## src/rtl/tlgs_pkg.sv

```systemverilog
`default_nettype none

package tlgs_pkg;

	// Leaf mode codes, as they appear on the result channel.
	typedef enum logic [2:0] {
		MODE_CLOSED     = 3'd0,
		MODE_WAIT_OPEN  = 3'd1,
		MODE_OPENING    = 3'd2,
		MODE_OPENED     = 3'd3,
		MODE_WAIT_CLOSE = 3'd4,
		MODE_CLOSING    = 3'd5
	} mode_t;

	// Configuration register indexes.
	localparam int unsigned CFG_ADDR_BITS = 3;
	localparam int unsigned CFG_DATA_BITS = 16;

	typedef enum logic [CFG_ADDR_BITS-1:0] {
		CFG_OPEN_WAIT_LEAF1  = 3'd0,
		CFG_OPEN_WAIT_LEAF2  = 3'd1,
		CFG_CLOSE_WAIT_LEAF1 = 3'd2,
		CFG_CLOSE_WAIT_LEAF2 = 3'd3,
		CFG_TRAVEL_LIMIT     = 3'd4,
		CFG_CLOSE_OFFSET     = 3'd5
	} cfg_idx_t;

	localparam logic [15:0] OPEN_WAIT_LEAF1_RST  = 16'd2000;
	localparam logic [15:0] OPEN_WAIT_LEAF2_RST  = 16'd4000;
	localparam logic [15:0] CLOSE_WAIT_LEAF1_RST = 16'd2000;
	localparam logic [15:0] CLOSE_WAIT_LEAF2_RST = 16'd4000;
	localparam logic [13:0] TRAVEL_LIMIT_RST     = 14'd0;
	localparam logic [13:0] CLOSE_OFFSET_RST     = 14'd0;

	typedef struct packed {
		logic start_press;
		logic open_limit_leaf1;
		logic open_limit_leaf2;
		logic close_limit_leaf1;
		logic close_limit_leaf2;
	} tick_t;

	typedef struct packed {
		logic [2:0] leaf1_state;
		logic [2:0] leaf2_state;
	} gate_t;

	// Timing thresholds seen by one leaf.
	typedef struct packed {
		logic [15:0] open_wait;
		logic [16:0] close_wait;
		logic [13:0] travel_limit;
	} thr_t;

	// Per-tick control handed to one leaf.
	typedef struct packed {
		logic advance;
		logic go_open;
		logic go_close;
		logic open_hit;
		logic close_hit;
	} leaf_ctl_t;

endpackage

`default_nettype wire

```

## src/rtl/tlgs_cfg.sv

```systemverilog
`default_nettype none

module tlgs_cfg
	import tlgs_pkg::*;
(
	input  wire logic                     clk,
	input  wire logic                     arst_n,
	input  wire logic                     cfg_we,
	input  wire logic [CFG_ADDR_BITS-1:0] cfg_addr,
	input  wire logic [CFG_DATA_BITS-1:0] cfg_wdata,
	output thr_t                          thr_leaf1,
	output thr_t                          thr_leaf2
);

	logic [15:0] open_wait1_q;
	logic [15:0] open_wait2_q;
	logic [15:0] close_wait1_q;
	logic [15:0] close_wait2_q;
	logic [13:0] travel_q;
	logic [13:0] offset_q;

	always_ff @(posedge clk or negedge arst_n) begin
		if (!arst_n) begin
			open_wait1_q  <= OPEN_WAIT_LEAF1_RST;
			open_wait2_q  <= OPEN_WAIT_LEAF2_RST;
			close_wait1_q <= CLOSE_WAIT_LEAF1_RST;
			close_wait2_q <= CLOSE_WAIT_LEAF2_RST;
			travel_q      <= TRAVEL_LIMIT_RST;
			offset_q      <= CLOSE_OFFSET_RST;
		end else if (cfg_we) begin
			case (cfg_addr)
				CFG_OPEN_WAIT_LEAF1:  open_wait1_q  <= cfg_wdata;
				CFG_OPEN_WAIT_LEAF2:  open_wait2_q  <= cfg_wdata;
				CFG_CLOSE_WAIT_LEAF1: close_wait1_q <= cfg_wdata;
				CFG_CLOSE_WAIT_LEAF2: close_wait2_q <= cfg_wdata;
				CFG_TRAVEL_LIMIT:     travel_q      <= cfg_wdata[13:0];
				CFG_CLOSE_OFFSET:     offset_q      <= cfg_wdata[13:0];
				default: ;
			endcase
		end
	end

	// Leaf 2 closes later by the offset; the sum needs one extra bit.
	always_comb begin
		thr_leaf1.open_wait    = open_wait1_q;
		thr_leaf1.close_wait   = {1'b0, close_wait1_q};
		thr_leaf1.travel_limit = travel_q;
		thr_leaf2.open_wait    = open_wait2_q;
		thr_leaf2.close_wait   = {1'b0, close_wait2_q} + {3'b000, offset_q};
		thr_leaf2.travel_limit = travel_q;
	end

endmodule

`default_nettype wire

```

## src/rtl/tlgs_leaf.sv

```systemverilog
`default_nettype none

module tlgs_leaf
	import tlgs_pkg::*;
#(
	parameter int unsigned ELAPSED_BITS = 17
) (
	input  wire logic      clk,
	input  wire logic      arst_n,
	input  wire leaf_ctl_t ctl,
	input  wire thr_t      thr,
	output mode_t          mode
);

	mode_t                   mode_q;
	logic [ELAPSED_BITS-1:0] elapsed_q;

	mode_t                   mode_a;
	logic [ELAPSED_BITS-1:0] t_a;
	mode_t                   mode_d;
	logic [ELAPSED_BITS-1:0] elapsed_d;

	always_comb begin
		// Saturating tick count, then the start press can restart the leaf.
		if (elapsed_q == {ELAPSED_BITS{1'b1}}) begin
			t_a = elapsed_q;
		end else begin
			t_a = elapsed_q + ELAPSED_BITS'(1);
		end
		mode_a = mode_q;
		if (ctl.go_open) begin
			mode_a = MODE_WAIT_OPEN;
			t_a    = '0;
		end else if (ctl.go_close) begin
			mode_a = MODE_WAIT_CLOSE;
			t_a    = '0;
		end

		mode_d    = mode_a;
		elapsed_d = t_a;
		case (mode_a)
			MODE_CLOSED, MODE_OPENED: ;
			MODE_WAIT_OPEN: begin
				if (t_a > ELAPSED_BITS'(thr.open_wait)) begin
					mode_d    = MODE_OPENING;
					elapsed_d = '0;
				end
			end
			MODE_OPENING: begin
				if (t_a > ELAPSED_BITS'(thr.travel_limit) || ctl.open_hit) begin
					mode_d    = MODE_OPENED;
					elapsed_d = '0;
				end
			end
			MODE_WAIT_CLOSE: begin
				if (t_a > ELAPSED_BITS'(thr.close_wait)) begin
					mode_d    = MODE_CLOSING;
					elapsed_d = '0;
				end
			end
			MODE_CLOSING: begin
				if (t_a > ELAPSED_BITS'(thr.travel_limit) || ctl.close_hit) begin
					mode_d    = MODE_CLOSED;
					elapsed_d = '0;
				end
			end
			default: begin
				mode_d    = MODE_CLOSED;
				elapsed_d = '0;
			end
		endcase
	end

	always_ff @(posedge clk or negedge arst_n) begin
		if (!arst_n) begin
			mode_q    <= MODE_CLOSED;
			elapsed_q <= '0;
		end else if (ctl.advance) begin
			mode_q    <= mode_d;
			elapsed_q <= elapsed_d;
		end
	end

	assign mode = mode_q;

endmodule

`default_nettype wire

```

## src/rtl/two_leaf_gate_sequencer_unit.sv

```systemverilog
// Channel  | Direction | Handshake                | Payload
// tick     | in        | tick_valid / tick_ready  | tick_t: start press, four limit events
// gate     | out       | gate_valid / gate_ready  | gate_t: both leaf modes after the tick
// cfg      | in        | cfg_we                   | cfg_addr, cfg_wdata
//
// One tick transfer per cycle is sustained while the output is not stalled. A tick's
// result passes through the input register, then the leaf state registers, which
// double as the result register.
// Reset puts both leaves in closed with cleared counters and loads the
// default delays.
// A stalled output holds the leaf state, and the input register keeps
// accepting until it too is full.
`default_nettype none

module two_leaf_gate_sequencer_unit
	import tlgs_pkg::*;
#(
	parameter int unsigned ELAPSED_BITS = 17
) (
	input  wire logic                     clk,
	input  wire logic                     arst_n,
	input  wire logic                     tick_valid,
	output logic                          tick_ready,
	input  wire tick_t                    tick,
	output logic                          gate_valid,
	input  wire logic                     gate_ready,
	output gate_t                         gate,
	input  wire logic                     cfg_we,
	input  wire logic [CFG_ADDR_BITS-1:0] cfg_addr,
	input  wire logic [CFG_DATA_BITS-1:0] cfg_wdata
);

	// Input stage: one tick waits here until the leaves can take it.
	logic      valid_s1;
	tick_t     tick_s1;
	logic      gate_valid_q;
	logic      advance;

	thr_t      thr_leaf1;
	thr_t      thr_leaf2;
	leaf_ctl_t ctl_leaf1;
	leaf_ctl_t ctl_leaf2;
	mode_t     mode_leaf1;
	mode_t     mode_leaf2;
	logic      go_open;
	logic      go_close;

	// The leaf state moves forward only when the result slot is empty or is
	// being drained in this same cycle, so a shown result never changes.
	assign advance    = valid_s1 && (!gate_valid_q || gate_ready);
	assign tick_ready = !valid_s1 || advance;

	always_ff @(posedge clk or negedge arst_n) begin
		if (!arst_n) begin
			valid_s1 <= 1'b0;
		end else if (tick_ready) begin
			valid_s1 <= tick_valid;
		end
	end

	always_ff @(posedge clk) begin
		if (tick_ready && tick_valid) begin
			tick_s1 <= tick;
		end
	end

	always_ff @(posedge clk or negedge arst_n) begin
		if (!arst_n) begin
			gate_valid_q <= 1'b0;
		end else if (advance) begin
			gate_valid_q <= 1'b1;
		end else if (gate_ready) begin
			gate_valid_q <= 1'b0;
		end
	end

	// A start press acts only when both leaves rest at the same end.
	assign go_open  = tick_s1.start_press
	                  && mode_leaf1 == MODE_CLOSED && mode_leaf2 == MODE_CLOSED;
	assign go_close = tick_s1.start_press
	                  && mode_leaf1 == MODE_OPENED && mode_leaf2 == MODE_OPENED;

	always_comb begin
		ctl_leaf1.advance   = advance;
		ctl_leaf1.go_open   = go_open;
		ctl_leaf1.go_close  = go_close;
		ctl_leaf1.open_hit  = tick_s1.open_limit_leaf1;
		ctl_leaf1.close_hit = tick_s1.close_limit_leaf1;
		ctl_leaf2.advance   = advance;
		ctl_leaf2.go_open   = go_open;
		ctl_leaf2.go_close  = go_close;
		ctl_leaf2.open_hit  = tick_s1.open_limit_leaf2;
		ctl_leaf2.close_hit = tick_s1.close_limit_leaf2;
	end

	tlgs_cfg u_cfg (
		.clk       (clk),
		.arst_n    (arst_n),
		.cfg_we    (cfg_we),
		.cfg_addr  (cfg_addr),
		.cfg_wdata (cfg_wdata),
		.thr_leaf1 (thr_leaf1),
		.thr_leaf2 (thr_leaf2)
	);

	tlgs_leaf #(
		.ELAPSED_BITS (ELAPSED_BITS)
	) u_leaf1 (
		.clk    (clk),
		.arst_n (arst_n),
		.ctl    (ctl_leaf1),
		.thr    (thr_leaf1),
		.mode   (mode_leaf1)
	);

	tlgs_leaf #(
		.ELAPSED_BITS (ELAPSED_BITS)
	) u_leaf2 (
		.clk    (clk),
		.arst_n (arst_n),
		.ctl    (ctl_leaf2),
		.thr    (thr_leaf2),
		.mode   (mode_leaf2)
	);

	// The leaf mode registers hold exactly the state after the last tick.
	assign gate_valid       = gate_valid_q;
	assign gate.leaf1_state = mode_leaf1;
	assign gate.leaf2_state = mode_leaf2;

endmodule

`default_nettype wire

```

## config.mk

```make
export PLATFORM = sky130hd
export DESIGN_NAME = two_leaf_gate_sequencer_unit
export DESIGN_NICKNAME = d
export VERILOG_FILES = /design/src/rtl/tlgs_pkg.sv /design/src/rtl/tlgs_cfg.sv /design/src/rtl/tlgs_leaf.sv /design/src/rtl/two_leaf_gate_sequencer_unit.sv
export SDC_FILE = /design/constraint.sdc
export NUM_CORES = 1
export LEC_CHECK = 0
export BUFFER_PORTS_ARGS = -buffer_cell sky130_fd_sc_hd__clkbuf_2
export CORE_ASPECT_RATIO = 1.2
export CORE_UTILIZATION = 57
export DETAILED_ROUTE_END_ITERATION = 8
export HOLD_SLACK_MARGIN = 0.12
export MAX_ROUTING_LAYER = met4
export PLACE_DENSITY = 0.82
export SYNTH_ARGS = -nofsm -noshare
export SYNTH_HDL_FRONTEND = slang
export SYNTH_SLANG_ARGS = --single-unit
export TNS_END_PERCENT = 10
```

## constraint.sdc

```tcl
create_clock -name clk -period 4.26 [get_ports clk]
set_input_delay 0.852 -clock clk [delete_from_list [all_inputs] [get_ports clk]]
set_output_delay 0.852 -clock clk [all_outputs]
set_load 0.03 [all_outputs]
```

### Word level (Yosys, flattened, before mapping)

Cells that the tools add are included.
W data, S select, Z words.

* order comparisons: 6
* add/subtract/negate cells: 3
* reduce and logical (&&, ||, !) cells: 28
* muxes and demuxes: 32
* eq/ne operators: 19

Operator list (count)
* $mux W17: 14
* $pmux W17 S5: 2
* $gt A17 B16 Y1: 3
* $mux W3: 12
* $add A17 B1 Y17 const B: 2
* $eq A17 B17 Y1 const B: 2
* $gt A17 B14 Y1: 2
* $pmux W3 S5: 2
* $eq A3 B2 Y1 const B: 8
* $eq A3 B3 Y1 const B: 6
* $add A16 B14 Y17: 1
* $gt A17 B17 Y1: 1
* $logic_not A3 Y1: 5
* $reduce_and A2 Y1: 6
* $eq A3 B1 Y1 const B: 3
* $logic_and A1 B1 Y1: 6
* $logic_or A1 B1 Y1: 6
* $reduce_or A2 Y1: 2
* $logic_not A1 Y1: 2
* $mux W1: 2
* $reduce_bool A2 Y1: 1

* bits of input ports: 29
* output and inout port bits: 8
* flip-flop bits (word level): 139
* logic and storage cells: 105

### Logic depth before layout (Yosys ltp)

Gate-level depths: netlist (run 1).

* depth after elaboration: 9
* gate-level depth with buffers: 20
* depth with buffers taken out: 19

### By module

From an unflattened synthesis (run 1), not the netlist that was laid out.

* cell total of the unflattened synthesis: 1095
* area total of the unflattened synthesis: 10303.6 um^2

Modules (own cells, without submodules)
* tlgs_cfg: cells an instance 315, sequential area each 2332.2 um^2, area an instance 4309.1 um^2, instances 1
* tlgs_leaf (u_leaf1): cells an instance 384, sequential area each 500.5 um^2, area an instance 2907.8 um^2, instances 1
* tlgs_leaf (u_leaf2): cells an instance 378, sequential area each 500.5 um^2, area an instance 2817.7 um^2, instances 1
* two_leaf_gate_sequencer_unit: cells an instance 18, sequential area each 200.2 um^2, area an instance 269.0 um^2, instances 1

### Worst setup path before layout (run 1)

No wires, ideal clock.

* path type: register to register
* from: register u_leaf1.mode_q[2] (netlist: u_leaf1.mode[2])
* to: register u_leaf1.elapsed_q[12]
* arrival: 4.368 ns
* library setup time: 0.066 ns
* cell stages (with the launch flop): 18
* slack: -0.174 ns
* path buffers: 5
* period minus slack after synthesis: 4.434 ns
* required time: 4.194 ns
* cell sequence: dfrtp_1 -> buf_2 -> or3b_2 -> clkbuf_1 -> a21oi_1 -> clkbuf_1 -> clkbuf_1 -> nor2_1 -> ha_1 -> a21o_1 -> a21o_1 -> a211o_1 -> a211oi_1 -> o311ai_1 -> or3b_1 -> a31oi_4 -> buf_4 -> a22o_1

* cells in the longest elaborated chain, start to end: 9
* elaborated cells on any way between the ends: 27
* classes of those cells: 3 x order compare; 6 x eq/ne; 9 x mux; 9 x reduce/logical

Ends and longest elaborated chain
* start, declared: line tlgs_leaf.sv:15 `mode_t mode_q;`
* start signal, assigned: line tlgs_leaf.sv:79 `mode_q <= mode_d;`
* $eq A3 B2 Y1: line two_leaf_gate_sequencer_unit.sv:81 `&& mode_leaf1 == MODE_OPENED && mode_leaf2 == MODE_OPENED;`
* $logic_and A1 B1 Y1 (2 in series): line two_leaf_gate_sequencer_unit.sv:81
* $mux W17: line tlgs_leaf.sv:34 `end else if (ctl.go_close) begin`
* $mux W17: line tlgs_leaf.sv:31 `if (ctl.go_open) begin`
* $gt A17 B14 Y1: line tlgs_leaf.sv:50, tlgs_leaf.sv:62
* $logic_or A1 B1 Y1 (on tied branches): line tlgs_leaf.sv:62, tlgs_leaf.sv:50
* $mux W17 (on tied branches): line tlgs_leaf.sv:62, tlgs_leaf.sv:50
* $pmux W17 S5 (*): line tlgs_leaf.sv:41 `case (mode_a)`
* end signal, assigned: line tlgs_leaf.sv:80 `elapsed_q <= elapsed_d;`
* end, declared: line tlgs_leaf.sv:16 `logic [ELAPSED_BITS-1:0] elapsed_q;`

Every way passes the cells marked *; elsewhere a longest branch is shown, timed or not.
A chain may end at the register's enable or synchronous reset.

### Final worst setup path (run 1)

* from: register u_cfg.offset_q[0]
* to: register u_leaf2.elapsed_q[15]

* cells in the longest elaborated chain, start to end: 4

Ends and longest elaborated chain
* start, declared: line tlgs_cfg.sv:20 `logic [13:0] offset_q;`
* start signal, assigned: line tlgs_cfg.sv:37 `CFG_CLOSE_OFFSET: offset_q <= cfg_wdata[13:0];`
* $add A16 B14 Y17: line tlgs_cfg.sv:49 `thr_leaf2.close_wait = {1'b0, close_wait2_q} + {3'b000, offset_q};`
* $gt A17 B17 Y1: line tlgs_leaf.sv:56 `if (t_a > ELAPSED_BITS'(thr.close_wait)) begin`
* $mux W17: line tlgs_leaf.sv:56
* $pmux W17 S5: line tlgs_leaf.sv:41
* end signal, assigned: line tlgs_leaf.sv:80
* end, declared: line tlgs_leaf.sv:16

No other way between the ends.

==> qor.csv, run 1 <==
stage,metric,value,unit
run_status,outcome,"finished, violations left",
run_status,failing checks,setup timing,
critical_path,"slowest stage delay, CP",410,ps
synthesis,top_reg_cell synth,dfrtp_1,
final_layout,Filler cells,1151,
timing,Final setup viols,9,
critical_path,Crit Path Class,flop to flop,
timing,fin crit period,4290,ps
critical_path,crit-path max FO,3,
placed_design,port bufs,36,
clock_network,Clock Pin Slew Worst Setup and Hold Paths,60,ps
synthesis,Synth warnings,0,
power,Psw,0.00187,W
timing,final setup margin,-29.4,ps
run,Max-Cap Viols,0,
critical_path,CP cell instances,"ha_4, fa_2, a21o_1, a21oi_2, o21ba_4, o21ai_2, a211o_1, a31o_2, a21oi_2, xnor2_1, ha_1, a21oi_2, o21ai_2, a2111oi_2, a31o_2, o21ai_2, o41ai_4, buf_4, o211ai_1, o211ai_1",
final_layout,synthesis-to-finish area growth,18.6,%
critical_path,worst path required time,4600,ps
synthesis,post-synth top area share,30.3,%
routing,drt total wl,24300,um
die,Core ar.,15600,um^2
synthesis,post-synth cell types,71,
critical_path,crit path DAT,4630,ps
synthesis,mux cell area share after synthesis,4.66,%
critical_path,critical path endpoint category,flop,
clock_network,number of clock sinks,139,
critical_path,Worst setup SP type,flop,
min_path,Hold Path Class,flop to flop,
routing,DRT antenna net count,0,
synthesis,Synth Area in Adders,15.2,%
die,Die Width,117,um
synthesis,most instantiated library cell after synthesis,dfrtp_1,
final_layout,layout cell share with drive strength beyond 1,24.2,%
power,Comb pwr share,38.2,%
timing,"Slew Viols, Final",0,
timing,Slew @ Worst Pin,1020,ps
power,VDD IR max,329,uV
clock_network,hold-fix buffer count after cts,0,
critical_path,Reg2Reg Depth,20,
routing,DR DRC count,0,
routing,per-cell routed wire length,19.0,um
synthesis,post-synthesis cell count,958,
synthesis,syn avg cell area,9.48,um^2
grt,gr usage total,32.0,%
clock_network,CTS tree,yes,
synthesis,share of synthesized registers carrying an async set or reset,96.4,%
die,# rows,50,
grt,first-pass GRT wire length,38700,um
timing,Hold Fails Final Rpt,0,
timing,Final Skew,8.39,ps
synthesis,Post-synth EDFFs,5,
synthesis,XOR/XNOR Fraction of Synth Area,3.18,%
min_path,WHS Path Cells,2,
critical_path,critical path's slowest cell,dfrtp_1,
grt,largest net degree at the start of global routing,110,
synthesis,"area leader, netlist",dfrtp_1,
timing,hold slack final,509,ps
clock_network,H-tree levels,4,
power,Int Pwr,0.00338,W
grt,global route overflow,0,
synthesis,synthesized cell area,9080,um^2
synthesis,synth top area cells,"dfrtp_1 30%, ha_1 15%, dfstp_2 6.9%, o21ai_0 5.0%, nand2_1 4.2%",
routing,Via density,6.13,
clock_network,clk root buf,clkbuf_16,
power,PD cells,487,nW/um^2
timing,setup TNS,-67.1,ps
final_layout,ant diodes,0,
routing,TritonRoute pass-1 iters,6,
die,io pins,37,
clock_network,CTS buffer count,17,
placed_design,final weighted congestion of routability-driven global placement,0.966,
synthesis,post-synthesis compound-gate area fraction,18.5,%
timing,Rel. slew slack,32.2,%
clock_network,Worst-Skew Late Latency,430,ps
power,Clock power frac,28.9,%
timing,RSZ-0062 raised after global routing,true,
grt,initial antenna violation count,0,
power,Sw Share,35.6,%
timing,Fmax,233,MHz
power,register share of total power,32.9,%
die,die area,16400,um^2
synthesis,syn_nets,1097,
die,starting density of the core,58.3,%
grt,number of global-route vias before repair,7758,
power,Leak Pwr,5.15,nW
routing,initial DRC count,602,
placed_design,DP HPWL,16800,um
synthesis,largest family of logic cells by synthesized area,compound AO/OA/AOI/OAI gates,
synthesis,post-synthesis sequential area ratio,38.9,%
synthesis,"flops & latches, synth",139,
synthesis,most frequent cells after synthesis,"110 x dfrtp_1, 109 x ha_1, 102 x nand2_1, 90 x o21ai_0, 72 x inv_1",
clock_network,worst-case clock buffer depth,2,
synthesis,Synth Area in Simple Gates,15.0,%
die,Die H,140,um
routing,Vias,7852,
final_layout,fin nets,1199,
timing,fin crit share,101,%
-- power groups by stage --
stage               Combinational, W  Sequential (W)  Clock [W]
floorplan                    0.00128         0.00173          0
global placement             0.00179         0.00172          0
global route                 0.00223         0.00175    0.00158
CTS                          0.00193         0.00172    0.00153
detailed placement           0.00186         0.00174          0
finish                       0.00200         0.00172    0.00152
-- logic make-up (layout without fill, tap and decap cells) --
family          count (synthesis)  after routing
compound gates                247            248
xor+xnor                       33             33
fa+ha+maj                     110            110
buf+inv                       106            220
flops                         139            139
mux                            38             38
simple gates                  285            285
-- final timing paths --
path	startpoint	end	slack, ps
setup / recovery	u_cfg.offset_q[0]	u_leaf2.elapsed_q[15]	-30
hold / removal	u_cfg.open_wait1_q[4]	u_cfg.open_wait1_q[4]	510
setup reg to reg	u_cfg.offset_q[0]	u_leaf2.elapsed_q[15]	-30
hold reg to reg	u_cfg.open_wait1_q[4]	u_cfg.open_wait1_q[4]	510
max in group asynchronous	arst_n	u_cfg.open_wait1_q[6]	2790
min in group asynchronous	arst_n	u_leaf1.elapsed_q[15]	540
-- area by class of cell --
| cell class | count | area, um^2 | share of cell area, % |
|---|---|---|---|
| Clock inverter | 13 | 136 | 1.27 |
| Multi-Input combinational cell | 714 | 5310 | 49.3 |
| Sequential cell | 139 | 3530 | 32.8 |
| Inverter | 72 | 270 | 2.51 |
| Clock buffer | 19 | 464 | 4.31 |
| Tap cell | 208 | 260 | 2.42 |
| Timing Repair Buffer | 116 | 800 | 7.42 |
-- worst max-delay path, delay by kind of cell, from the launching register on --
family / cells / cell delay [ps]
adder cells (fa/ha/maj): 3 / 800
buffers and inverters: 1 / 180
flip-flops: 1 / 410
XOR/XNOR: 1 / 140
AO/OA/AOI/OAI: 15 / 2640
-- metal layers --
metal  part of all wire, %  wire, um  track usage [%]
met1                    42     10200             39.2
met2                    48     11600             51.0
met3                   5.9      1430             5.97
met4                   4.2      1010             14.5
met5                     0         0                -
-- state kept, by name, summed over array words and instances (netlist names) --
register / flops
ctl_leaf2: 2
u_leaf2.elapsed_q: 17
u_cfg.open_wait2_q: 16
u_leaf2.mode: 3
u_cfg.close_wait2_q: 16
u_cfg.travel_q: 14
valid_s1: 1
u_cfg.offset_q: 14
gate_valid: 1
u_cfg.open_wait1_q: 16
tick_s1: 1
u_cfg.close_wait1_q: 16
ctl_leaf1: 2
u_leaf1.mode: 3
u_leaf1.elapsed_q: 17
-- placed cells by master, fill, tap and decap left out, types with 6 or more instances in the layout --
cell and count:
a211o_1 6, a211oi_1 8, a21o_1 17, a21oi_1 33, a22o_1 25, a22o_2 7
buf_4 79, clkbuf_16 18, clkbuf_2 35, dfrtp_1 110, dfstp_2 24, ha_1 107
inv_1 72, mux2_2 34, nand2_1 102, nand3_1 26, nand4_1 24, nor2_1 57
nor3_1 17, o21ai_0 85, o31ai_1 10, or3_1 6, xnor2_1 14, xor2_1 19
-- through the flow --
| stage | utilization (%) | area (um^2) | total power [W] | std cells | setup slack, ps |
|---|---|---|---|---|---|
| finish | 69.2 | 10800 | 0.00525 | 1281 | -29.4 |
| global route | 69.2 | 10800 | 0.00556 | 1281 | -139 |
| CTS | 68.5 | 10700 | 0.00517 | 1278 | 3.81 |
| detailed placement | 64.1 | 9990 | 0.00360 | 1244 | -224 |
| global placement | 64.1 | 9990 | 0.00351 | 1244 | -167 |
| floorplan | - | 9090 | 0.00300 | 958 | 28.0 |
-- repair_timing --
item | in CTS | in global routing
setup buffers | 1 | 3
gates resized for setup | 16 | 21
cloned | 1 | 0
setup endpoints to repair | 18 | 36
pin swaps | 9 | 13
No activity file was read; power rests on OpenSTA's default activity.
==> run 2: changes to the inputs <==
--- a/config.mk
+++ b/config.mk
@@ -11,7 +11,7 @@
 export DETAILED_ROUTE_END_ITERATION = 8
 export HOLD_SLACK_MARGIN = 0.12
 export MAX_ROUTING_LAYER = met4
-export PLACE_DENSITY = 0.82
+export PLACE_DENSITY_LB_ADDON = 0.3
 export SYNTH_ARGS = -nofsm -noshare
 export SYNTH_HDL_FRONTEND = slang
 export SYNTH_SLANG_ARGS = --single-unit
==> qor.csv, run 2 (same netlist as run 1, synthesis figures left out) <==
stage,metric,value,unit,change
routing,Via density,6.13,,about the same
clock_network,H-tree levels,4,,unchanged
timing,fin crit period,4320,ps,+30.2 ps
clock_network,worst-case clock buffer depth,2,,unchanged
die,Core ar.,15600,um^2,unchanged
timing,hold slack final,442,ps,-67.0 ps
final_layout,synthesis-to-finish area growth,17.2,%,
timing,Hold Fails Final Rpt,0,,unchanged
critical_path,critical path endpoint category,flop,,
routing,DR DRC count,0,,unchanged
grt,number of global-route vias before repair,7442,,-4.1%
clock_network,clk root buf,clkbuf_16,,
die,die area,16400,um^2,unchanged
timing,Final setup viols,6,,-3
critical_path,worst setup path startpoint,u_cfg.offset_q[0],,
power,Leak Pwr,5.07,nW,-1.6%
clock_network,CTS tree,yes,,
grt,met1 Usage GRT,40.7,%,+1.5 points
critical_path,Worst setup SP type,flop,,
timing,RSZ-0062 raised after global routing,true,,
final_layout,ant diodes,0,,unchanged
die,# rows,50,,unchanged
die,starting density of the core,58.3,%,unchanged
clock_network,CTS buffer count,17,,unchanged
critical_path,Levels on crit path,20,,unchanged
grt,met3 Usage GRT,5.54,%,-0.43 points
critical_path,reg2reg setup slack,-60,ps,-30 ps
critical_path,critical path's slowest cell,dfrtp_1,,
routing,per-cell routed wire length,18.6,um,-1.7%
final_layout,most frequent cells in the layout,"110 x dfrtp_1, 108 x ha_1, 102 x nand2_1",,
clock_network,Clock Pin Slew Worst Setup and Hold Paths,60,ps,about the same
placed_design,placed cell count,1233,,-0.88%
critical_path,"slowest stage delay, CP",380,ps,-30 ps
placed_design,final weighted congestion of routability-driven global placement,0.928,,-4.0%
timing,fin crit share,101,%,+0.71 points
grt,Most Crowded Layer GR,met2,,
power,VDD IR max,321,uV,-2.3%
critical_path,"CP delay by family, top",compound AO/OA/AOI/OAI gates,,
placed_design,port bufs,36,,unchanged
timing,Rel. slew slack,29.1,%,-3.1 points
routing,Vias,7798,,-0.69%
critical_path,r2r endpoint,u_leaf2.elapsed_q[0],,
critical_path,worst r2r src,u_cfg.offset_q[0],,
grt,first-pass GRT wire length,38000,um,-1.9%
min_path,Hold Path Class,input pin to async pin,,
power,PD cells,474,nW/um^2,-2.7%
timing,"Slew Viols, Final",0,,unchanged
critical_path,Bufs and invs on worst path,1,,unchanged
die,io pins,37,,unchanged
run_status,outcome,"finished, violations left",,
critical_path,CP cell instances,"ha_2, fa_2, a21o_1, a21oi_2, o21ba_4, o21ai_4, a211o_1, a31o_2, a21oi_2, xnor2_1, ha_1, a21oi_2, buf_4, o211ai_1, o41ai_2, a31o_2, o21ai_2, o41ai_4, o21a_4, a32o_1",,
critical_path,crit path DAT,4630,ps,about the same
grt,initial antenna violation count,0,,unchanged
routing,TritonRoute pass-1 iters,5,,-1
timing,Slew @ Worst Pin,1060,ps,+42.0 ps
clock_network,number of clock sinks,139,,unchanged
grt,gr usage total,31.3,%,-0.79 points
grt,routing usage on met2,49.0,%,-2.0 points
critical_path,worst path required time,4570,ps,-30 ps
final_layout,final instance area,10600,um^2,-1.2%
run,Max-Cap Viols,0,,unchanged
placed_design,DP HPWL,16900,um,+1.0%
run_status,failing checks,setup timing,,
final_layout,layout cell share with drive strength beyond 1,22.6,%,-1.7 points
critical_path,Crit Path Class,flop to flop,,
timing,setup TNS,-150,ps,-82.5 ps
die,Die H,140,um,unchanged
placed_design,pre-CTS WS,-214,ps,+10.0 ps
critical_path,Reg2Reg Depth,20,,unchanged
routing,DRT antenna net count,0,,unchanged
critical_path,crit-path max FO,8,,+5
routing,drt total wl,23700,um,-2.4%
timing,final setup margin,-59.6,ps,-30.2 ps
routing,initial DRC count,649,,+7.8%
clock_network,hold-fix buffer count after cts,0,,unchanged
clock_network,Worst-Skew Late Latency,430,ps,about the same
final_layout,biggest regs,"u_leaf1.elapsed_q x17, u_leaf2.elapsed_q x17",,
timing,Fmax,232,MHz,-0.70%
timing,Final Skew,8.91,ps,+0.518 ps
grt,largest net degree at the start of global routing,72,,-35%
die,Die Width,117,um,unchanged
final_layout,"commonest non-fill, non-tap cell in the layout",dfrtp_1,,
critical_path,crit path to,u_leaf2.elapsed_q[0],,
final_layout,"Cell Count, Final, Fillers Out",1272,,-0.70%
final_layout,fin nets,1190,,-0.75%
critical_path,Crit path top cell by count,a21oi_2,,
placed_design,DP Area,9920,um^2,-0.70%
grt,global route overflow,0,,unchanged
run 2: worst min-delay path by stage:
stage	to	slack, ps	cells after the start
final	u_cfg.open_wait2_q[12]	440	1
after global routing	u_leaf2.elapsed_q[13]	490	1
after CTS	u_leaf2.elapsed_q[12]	470	1
after detailed placement	u_cfg.open_wait2_q[11]	500	2
after global placement	u_cfg.close_wait2_q[0]	490	1
after floorplan	gate_valid	470	1
run 2: power by group:
group | total (W) | switching, W | internal, W | leakage [nW]
sequential | 0.00173 | 0.000131 | 0.00160 | 1.68
clock | 0.00135 | 0.000551 | 0.000804 | 0.262
combinational | 0.00196 | 0.00111 | 0.000852 | 3.12
run 2: cell type report:
cell class,instances,area [um^2]
multi-input combinational,714,5300
fill,1178,4930
sequential,139,3530
timing repair buffer,107,744
clock buffer,25,497
inverter,72,270
tap,208,260
clock inverter,7,40.0
run 2: metrics by stage:
| step | total power [W] | utilization (%) |
|---|---|---|
| floorplan | 0.00300 | - |
| global placement | 0.00350 | 63.7 |
| detailed placement | 0.00357 | 63.7 |
| CTS | 0.00497 | 67.5 |
| global route | 0.00537 | 68.3 |
| finish | 0.00504 | 68.3 |
run 2: timing repair:
item	4_1_cts	5_1_grt
pin swaps	5	10
buffers inserted	1	5
cloned	1	0
hold endpoints to repair	0	0
resized for setup	12	18
endpoints found under the setup margin	35	35
run 2: per-layer routing:
metal / vias to the layer above / part of all wire (%) / wire [um]
met5: - / 0 / 0
met4: 0 / 2.9 / 696
met3: 60 / 5.5 / 1290
met2: 263 / 49 / 11500
met1: 3820 / 43 / 10200
li1: 3655 / - / -
run 2: worst register-to-register path, cell delays in order, from the launching register on:
cell and delay, ps:
dfrtp_1 380, ha_2 200, fa_2 340, a21o_1 170, a21oi_2 160, o21ba_4 170, o21ai_4 60, a211o_1 340
a31o_2 250, a21oi_2 140, xnor2_1 90, ha_1 310, a21oi_2 70, buf_4 130, o211ai_1 190, o41ai_2 100
a31o_2 270, o21ai_2 190, o41ai_4 130, o21a_4 280, a32o_1 260
==> run 3: changes to the inputs <==
--- a/config.mk
+++ b/config.mk
@@ -5,8 +5,7 @@
 export SDC_FILE = /design/constraint.sdc
 export NUM_CORES = 1
 export LEC_CHECK = 0
-export BUFFER_PORTS_ARGS = -buffer_cell sky130_fd_sc_hd__clkbuf_2
-export CORE_ASPECT_RATIO = 1.2
+export BUFFER_PORTS_ARGS = -buffer_cell sky130_fd_sc_hd__buf_2
 export CORE_UTILIZATION = 57
 export DETAILED_ROUTE_END_ITERATION = 8
 export HOLD_SLACK_MARGIN = 0.12
@@ -14,5 +13,6 @@
 export PLACE_DENSITY_LB_ADDON = 0.3
 export SYNTH_ARGS = -nofsm -noshare
 export SYNTH_HDL_FRONTEND = slang
+export SYNTH_HIERARCHICAL = 1
 export SYNTH_SLANG_ARGS = --single-unit
 export TNS_END_PERCENT = 10
==> qor.csv, run 3 <==
stage,metric,value,unit,change
synthesis,syn avg cell area,9.41,um^2,-0.75%
critical_path,crit path DAT,4560,ps,-70 ps
die,Die H,136,um,-2.7%
die,die area,18600,um^2,+13%
clock_network,H-tree levels,4,,unchanged
grt,global route overflow,0,,unchanged
routing,per-cell routed wire length,20.0,um,+7.5%
clock_network,Clock Pin Slew Worst Setup and Hold Paths,60,ps,about the same
placed_design,pre-CTS WS,-83.4,ps,+131 ps
clock_network,clk root buf,clkbuf_16,,
synthesis,Synth warnings,6,,+6
routing,DRT antenna net count,0,,unchanged
placed_design,DP HPWL,20900,um,+23%
power,Leak Pwr,5.56,nW,+9.8%
power,overall power,0.00680,W,+35%
timing,fin crit share,100,%,-1.0 points
routing,Vias,9102,,+17%
synthesis,XOR/XNOR Fraction of Synth Area,3.32,%,+0.13 points
timing,Hold Fails Final Rpt,0,,unchanged
routing,DR DRC count,0,,unchanged
synthesis,"flops & latches, synth",139,,unchanged
grt,largest net degree at the start of global routing,97,,+35%
synthesis,syn_nets,1223,,+11%
grt,gr usage total,32.6,%,+1.4 points
synthesis,"area leader, netlist",dfrtp_1,,
synthesis,post-synth cell types,93,,+31%
synthesis,synth top area cells,"dfrtp_1 27%, ha_1 12%, mux2_2 10%, dfstp_2 6.1%, inv_1 4.5%",,
final_layout,fin nets,1326,,+11%
critical_path,critical path endpoint category,flop,,
routing,initial DRC count,933,,+44%
timing,Rel. slew slack,21.1,%,-8.0 points
final_layout,biggest regs,"u_leaf1/elapsed_q x17, u_leaf2/elapsed_q x17",,
die,starting density of the core,59.0,%,+0.65 points
routing,TritonRoute pass-1 iters,5,,unchanged
synthesis,post-synthesis compound-gate area fraction,16.3,%,-2.2 points
power,VDD IR max,429,uV,+33%
grt,first-pass GRT wire length,44900,um,+18%
min_path,Hold Path Class,flop to flop,,
final_layout,most frequent cells in the layout,"122 x inv_1, 101 x dfrtp_1, 95 x ha_1",,
grt,Most Crowded Layer GR,met2,,
grt,routing usage on met2,49.4,%,+0.34 points
timing,Final Skew,11.0,ps,+2.08 ps
synthesis,most instantiated library cell after synthesis,inv_1,,
die,io pins,37,,unchanged
run,Max-Cap Viols,0,,unchanged
final_layout,synthesis-to-finish area growth,18.9,%,
timing,Final setup viols,13,,+7
die,Die Width,136,um,+16%
grt,number of global-route vias before repair,8667,,+16%
clock_network,number of clock sinks,139,,unchanged
synthesis,Synth Area in Simple Gates,16.2,%,+1.2 points
timing,fin crit period,4280,ps,-43.7 ps
grt,met3 Usage GRT,7.12,%,+1.6 points
grt,met1 Usage GRT,42.8,%,+2.2 points
synthesis,share of synthesized registers carrying an async set or reset,96.4,%,unchanged
power,PD cells,555,nW/um^2,+17%
synthesis,Post-synth EDFFs,5,,unchanged
critical_path,worst path required time,4540,ps,-30 ps
run_status,failing checks,setup timing,,
die,# rows,48,,-4.0%
timing,Fmax,234,MHz,+1.0%
final_layout,ant diodes,0,,unchanged
timing,"Slew Viols, Final",0,,unchanged
synthesis,post-synthesis cell count,1095,,+14%
placed_design,port bufs,36,,unchanged
clock_network,CTS buffer count,17,,unchanged
run_status,outcome,"finished, violations left",,
timing,setup TNS,-103,ps,+46.3 ps
timing,RSZ-0062 raised after global routing,true,,
timing,final setup margin,-15.9,ps,+43.7 ps
synthesis,Synth Area in Adders,12.3,%,-2.9 points
synthesis,mux cell area share after synthesis,10.6,%,+6.0 points
synthesis,top_reg_cell synth,dfrtp_1,,
synthesis,largest family of logic cells by synthesized area,compound AO/OA/AOI/OAI gates,,
synthesis,post-synthesis sequential area ratio,34.3,%,-4.6 points
critical_path,crit-path max FO,9,,+1
final_layout,"commonest non-fill, non-tap cell in the layout",inv_1,,
critical_path,Worst setup SP type,flop,,
grt,initial antenna violation count,0,,unchanged
timing,Slew @ Worst Pin,1180,ps,+118 ps
routing,drt total wl,28800,um,+21%
clock_network,Worst-Skew Late Latency,430,ps,about the same
clock_network,CTS tree,yes,,
synthesis,most frequent cells after synthesis,"124 x inv_1, 110 x dfrtp_1, 98 x ha_1, 93 x mux2_2, 76 x nor2_1",,
routing,Via density,6.34,,+3.4%
synthesis,synthesized cell area,10300,um^2,+13%
placed_design,final weighted congestion of routability-driven global placement,1.00,,+7.8%
critical_path,Crit Path Class,flop to flop,,
final_layout,layout cell share with drive strength beyond 1,30.9,%,+8.3 points
die,Core ar.,17500,um^2,+12%
clock_network,worst-case clock buffer depth,2,,unchanged
synthesis,post-synth top area share,26.7,%,-3.6 points
run 3: changes by cell type in the layout (fill, tap and decap cells not counted), moves of 34 or more:
| cell | delta |
|---|---|
| nand2_1 | -34 |
| buf_2 | +35 |
| inv_1 | +50 |
| clkbuf_2 | -35 |
| mux2_2 | +59 |
| o21ai_0 | -56 |
run 3: metal layers:
| layer | part of all wire [%] | up-vias | wire length [um] |
|---|---|---|---|
| li1 | - | 4167 | - |
| met1 | 43 | 4405 | 12300 |
| met2 | 46 | 458 | 13100 |
| met3 | 8.5 | 72 | 2440 |
| met4 | 3.2 | 0 | 908 |
| met5 | 0 | - | 0 |
run 3: cells by family (layout without fill, tap and decap cells):
family	after synthesis	in the layout
and+or+nand+nor	320	320
other	1	1
buffers and inverters	168	284
DFF	139	139
xor gates and xnor gates	39	39
AOI/OAI and AO/OA	229	229
adders and majority gates	101	101
muxes	98	98
run 3: worst paths after layout:
check / from / endpoint / slack [ps] / depth (start not counted)
setup reg to reg: u_cfg/offset_q[0] / u_leaf2/elapsed_q[10] / -20 / 18
hold / removal: valid_s1 / gate_valid / 490 / 1
setup / recovery: u_cfg/offset_q[0] / u_leaf2/elapsed_q[10] / -20 / 18
hold reg to reg: valid_s1 / gate_valid / 490 / 1
max in group asynchronous: arst_n / u_cfg/close_wait2_q[11] / 2870 / 2
min in group asynchronous: arst_n / u_cfg/open_wait2_q[13] / 510 / 1
run 3: through the flow:
stage / hold slack, ps / instances / cell area [um^2] / utilization [%]
floorplan: 449 / 1095 / 10300 / -
global placement: 470 / 1393 / 11200 / 64.1
detailed placement: 481 / 1393 / 11200 / 64.1
CTS: 502 / 1425 / 11800 / 67.5
global route: 520 / 1436 / 12200 / 70.1
finish: 491 / 1436 / 12200 / 70.1
run 3: final cells by class:
class                      count  area (um^2)
clock buffer                  24          503
clock inverter                 8         82.6
fill                        1286         5230
inverter                     124          465
multi-input combinational    788         6440
sequential                   139         3540
tap                          225          282
timing repair buffer         128          932
run 3: power breakdown:
part	leakage (nW)	switching (W)	internal, W	total (W)
Clock	0.286	0.000587	0.000889	0.00148
Combinational	3.61	0.00199	0.00147	0.00346
Sequential	1.67	0.000224	0.00164	0.00186
Total	5.56	0.00280	0.00400	0.00680
run 3: what timing repair did:
| action | CTS | global route |
|---|---|---|
| hold buffers | 0 | 0 |
| endpoints found under the hold margin | 0 | 0 |
| cloned | 0 | 1 |
| gates resized for setup | 3 | 73 |
| buffers inserted | 0 | 10 |
| pin swaps | 2 | 29 |
| endpoints found under the setup margin | 29 | 37 |
run 3: worst max-delay path: stages, from the launching register on:
cell and delay, ps:
dfrtp_1 380, ha_2 200, fa_2 350, a21o_1 190
a221oi_2 310, o21ai_2 110, a221o_1 380, xnor2_2 190
inv_2 70, ha_4 270, nand4_1 190, a2111oi_4 370
buf_4 180, a211oi_2 40, nor3_4 260, nor3_4 90
nor3_4 280, buf_12 180, o22ai_1 90
